==> src/updsr_ram.sv <==
// Generic single-write, single-read synchronous RAM with registered read data.
module updsr_ram #(
	parameter int WIDTH = 8,
	parameter int DEPTH = 256
) (
	input  logic                     clk,
	input  logic                     we,
	input  logic [$clog2(DEPTH)-1:0] waddr,
	input  logic [WIDTH-1:0]         wdata,
	input  logic                     re,
	input  logic [$clog2(DEPTH)-1:0] raddr,
	output logic [WIDTH-1:0]         rdata
);

	logic [WIDTH-1:0] mem [DEPTH];
	logic [WIDTH-1:0] rdata_q;

	// Write port and registered read port.
	always_ff @(posedge clk) begin
		if (we) begin
			mem[waddr] <= wdata;
		end
		if (re) begin
			rdata_q <= mem[raddr];
		end
	end

	assign rdata = rdata_q;

endmodule

==> config.mk <==
export PLATFORM = sky130hd
export DESIGN_NAME = updsr_ram
export DESIGN_NICKNAME = d
export VERILOG_FILES = /design/src/updsr_ram.sv
export SDC_FILE = /design/constraint.sdc
export NUM_CORES = 2
export LEC_CHECK = 0
export BUFFER_PORTS_ARGS = -buffer_cell sky130_fd_sc_hd__buf_4
export CAP_MARGIN = 20
export CORE_MARGIN = 2
export CORE_UTILIZATION = 35
export DETAILED_ROUTE_END_ITERATION = 16
export SETUP_SLACK_MARGIN = 0.3
export SKIP_CTS_REPAIR_TIMING = 1
export SYNTH_ARGS = -nofsm -noshare
export SYNTH_HDL_FRONTEND = slang
export SYNTH_SLANG_ARGS = --single-unit
==> constraint.sdc <==
create_clock -name clk -period 4 [get_ports clk]
set_input_delay 0.2 -clock clk [delete_from_list [all_inputs] [get_ports clk]]
set_output_delay 0.2 -clock clk [all_outputs]
set_load 0.01 [all_outputs]
==> impl_results.md <==
- Async SR Flop Fraction: 0
- Avg Cell Area, Syn: roughly 21 µm²
- Worst hold path depth: 1
- Setup TNS: 0 ps
- Starting Density: 0.351
- Final wirelength: 203000 µm
- Non-filler cells, final: 7147
- Crit path required time: roughly 4600 ps
- Clock sinks: 2056
- Worst-path clk slew: 60 ps
- Final GP Congestion: 0.838
- Layout cells sized above 1: 0.243
- Most used DFF post-synth: edfxtp_1
- Synth warnings: 0
- Longest Clk Path Bufs: 3
- Worst r2r path cells: 6
- Setup violations, final: 0
- Largest net degree at the start of global routing: 150
- FF+latch count, synth: 2056
- Tcrit/Tclk final: 0.803
- Placed insts: 6758
- Leakage: 0.0279 µW
- Failing checks: negative hold slack
- Register share of total power: 0.532
- Internal: 35100 µW
- DIE WIDTH: around 480 µm
- Synthesized instance count: 3733
- Logic pwr share: 0.049
- Remaining antenna violation count: 0
- Filler cells: ~20k
- Inserted Clock Buffers: 205
- IO buf count: 34
- P_sw: 9680 µW
- Clock root cell: clkbuf_16
- Vias in the first global route: 39.2k
- 1st-pass router iterations: 7
- Synth cell count leaders: edfxtp_1 (2056), mux4_2 (454), nor2_1 (282)
- Max-slew headroom at the worst pin: 0.203
- Final HPWL DP: 125000 µm
- Overflow after GRT: 0
- Total number of vias: 39.1k
- Post-Syn Nets: 3760
- Area Overhead vs Synth: 14.1%
- Clock share of power: 0.419
- Fmax: 311 MHz
- Worst Tran Pin Value: 1190 ps
- Power per cell area: 493 nW/µm²
- Clk_lat worst skew: 850 ps
- Synth area leaders: edfxtp_1 (78%), mux4_2 (13%), mux2i_1 (1.7%), nor2_1 (1.3%), a22oi_1 (1.3%)
- Tmin final: about 3200 ps
- Final Hold Vio Count: 3
- Fin nets: 3991
- Worst ir drop on vdd: 338 µV
- HP Class: in2reg
- Vias per cell: 5.47
- Clock Skew: 36.8 ps
- Post-synth EDFFs: 2056
- Std-Cell Rows: 175
- H-tree levels: 4
- Initial antenna violation count: 6
- Global-route wire length before repair: 291000 µm
- Height of the die: 481 µm
- Leading area contributor after synthesis: edfxtp_1
- RSZ-0062 raised after global routing: no
- CP Class: reg2reg
- Worst-path fanout max: 1
- Library cells used by synthesis: 54
- Core Box Area: 227000 µm²
- Yosys top cell area share: 0.775
- Max_cap viols: 0
- DRT iter0 DRCs: around 4.5k
- Crit. End Element: flip-flop
- Most common cell in the netlist: edfxtp_1
- Drt wl/cell: 28.4 µm
- Sw Share: 0.216
- # DRC: 0
- Gr usage total: 0.174
- Synth Cell Area: 79600 µm²
- Number of placed I/O pins: 35
- Die area: 231000 µm²
- WHS: -12.2 ps
- Final slew viol count: 0
- Worst setup SP type: flip-flop
- CTS tree: built
- WP data arrival: 3760 ps
- Status: finished, violations left
- Register area share after synthesis: 0.775
[cells by family after synthesis]
| logic type | share of synthesized area |
|---|---|
| and+or+nand+nor | 0.0263 |
| muxes | 0.146 |
| DFF | 0.775 |
| buffers and inverters | 0.0183 |
| AOI/OAI and AO/OA | 0.0342 |
[worst max-delay path, cell delays in order, from the launching register on]
cell and delay (ps):
edfxtp_1 390, mux4_2 490, a22o_1 260, a221oi_1 650, o32ai_1 230, nor3_1 740
nor4_1 150
[flip-flops by register name, summed over array words and instances (netlist names)]
| signal | flops |
|---|---|
| mem | 2048 |
| rdata | 8 |
[worst paths after layout]
path               start     endpoint  slack, ps
min reg2reg  mem[199][4]     rdata[4]       1250
max           mem[83][3]     rdata[3]        790
max reg2reg   mem[83][3]     rdata[3]        790
min             wdata[7]  mem[181][7]        -10
[metal layers]
metal	GRT usage	up-vias	routed length, µm	share of wire
li1	-	16200	-	-
met1	0.244	21100	85400	0.42
met2	0.276	1558	97100	0.48
met3	0.0345	285	15100	0.074
met4	0.0483	12	5140	0.025
met5	0	-	86	0.00042
[power groups by stage]
stage	combinational, µW	sequential (µW)	clock (µW)
global placement	2190	24300	0
detailed placement	2220	24300	0
finish	2210	23800	18700
global route	2330	23800	19800
floorplan	1150	24200	0
CTS	2220	23800	19000
[per-stage QoR]
step                setup slack, ps  power (µW)  hold WS [ps]  cell area, µm²  utilization
floorplan                      1720       25400           299           79600            -
global placement               88.6       26500           628           84300        0.372
detailed placement             31.7       26500           644           84300        0.372
CTS                             745       45000          -253           90800        0.400
global route                    747       45900          10.1           90900        0.401
finish                          789       44800         -12.2           90900        0.401
[final cells by class]
type,count,area (µm²),share of cell area
Timing Repair Buffer,257,2350,0.0259
Tap cell,3009,3760,0.0414
Sequential cell,2056,61700,0.679
Clock inverter,120,1160,0.0128
Multi-Input combinational cell,1442,16500,0.181
Clock buffer,258,5350,0.0589
Inverter,2,7.51,0.0000826
Antenna cell,3,7.51,0.0000826
[placed cells by master, fill, tap and decap left out, drive strengths merged, types with 34 or more instances in the layout]
cell and instances:
a22oi 133, nor2 282, o221ai 47, nand3 34, mux2i 134, clkbuf 258, clkinv 92, mux4 456
a21oi 96, buf 249, edfxtp 2056
(Power assumes the default switching activity.)
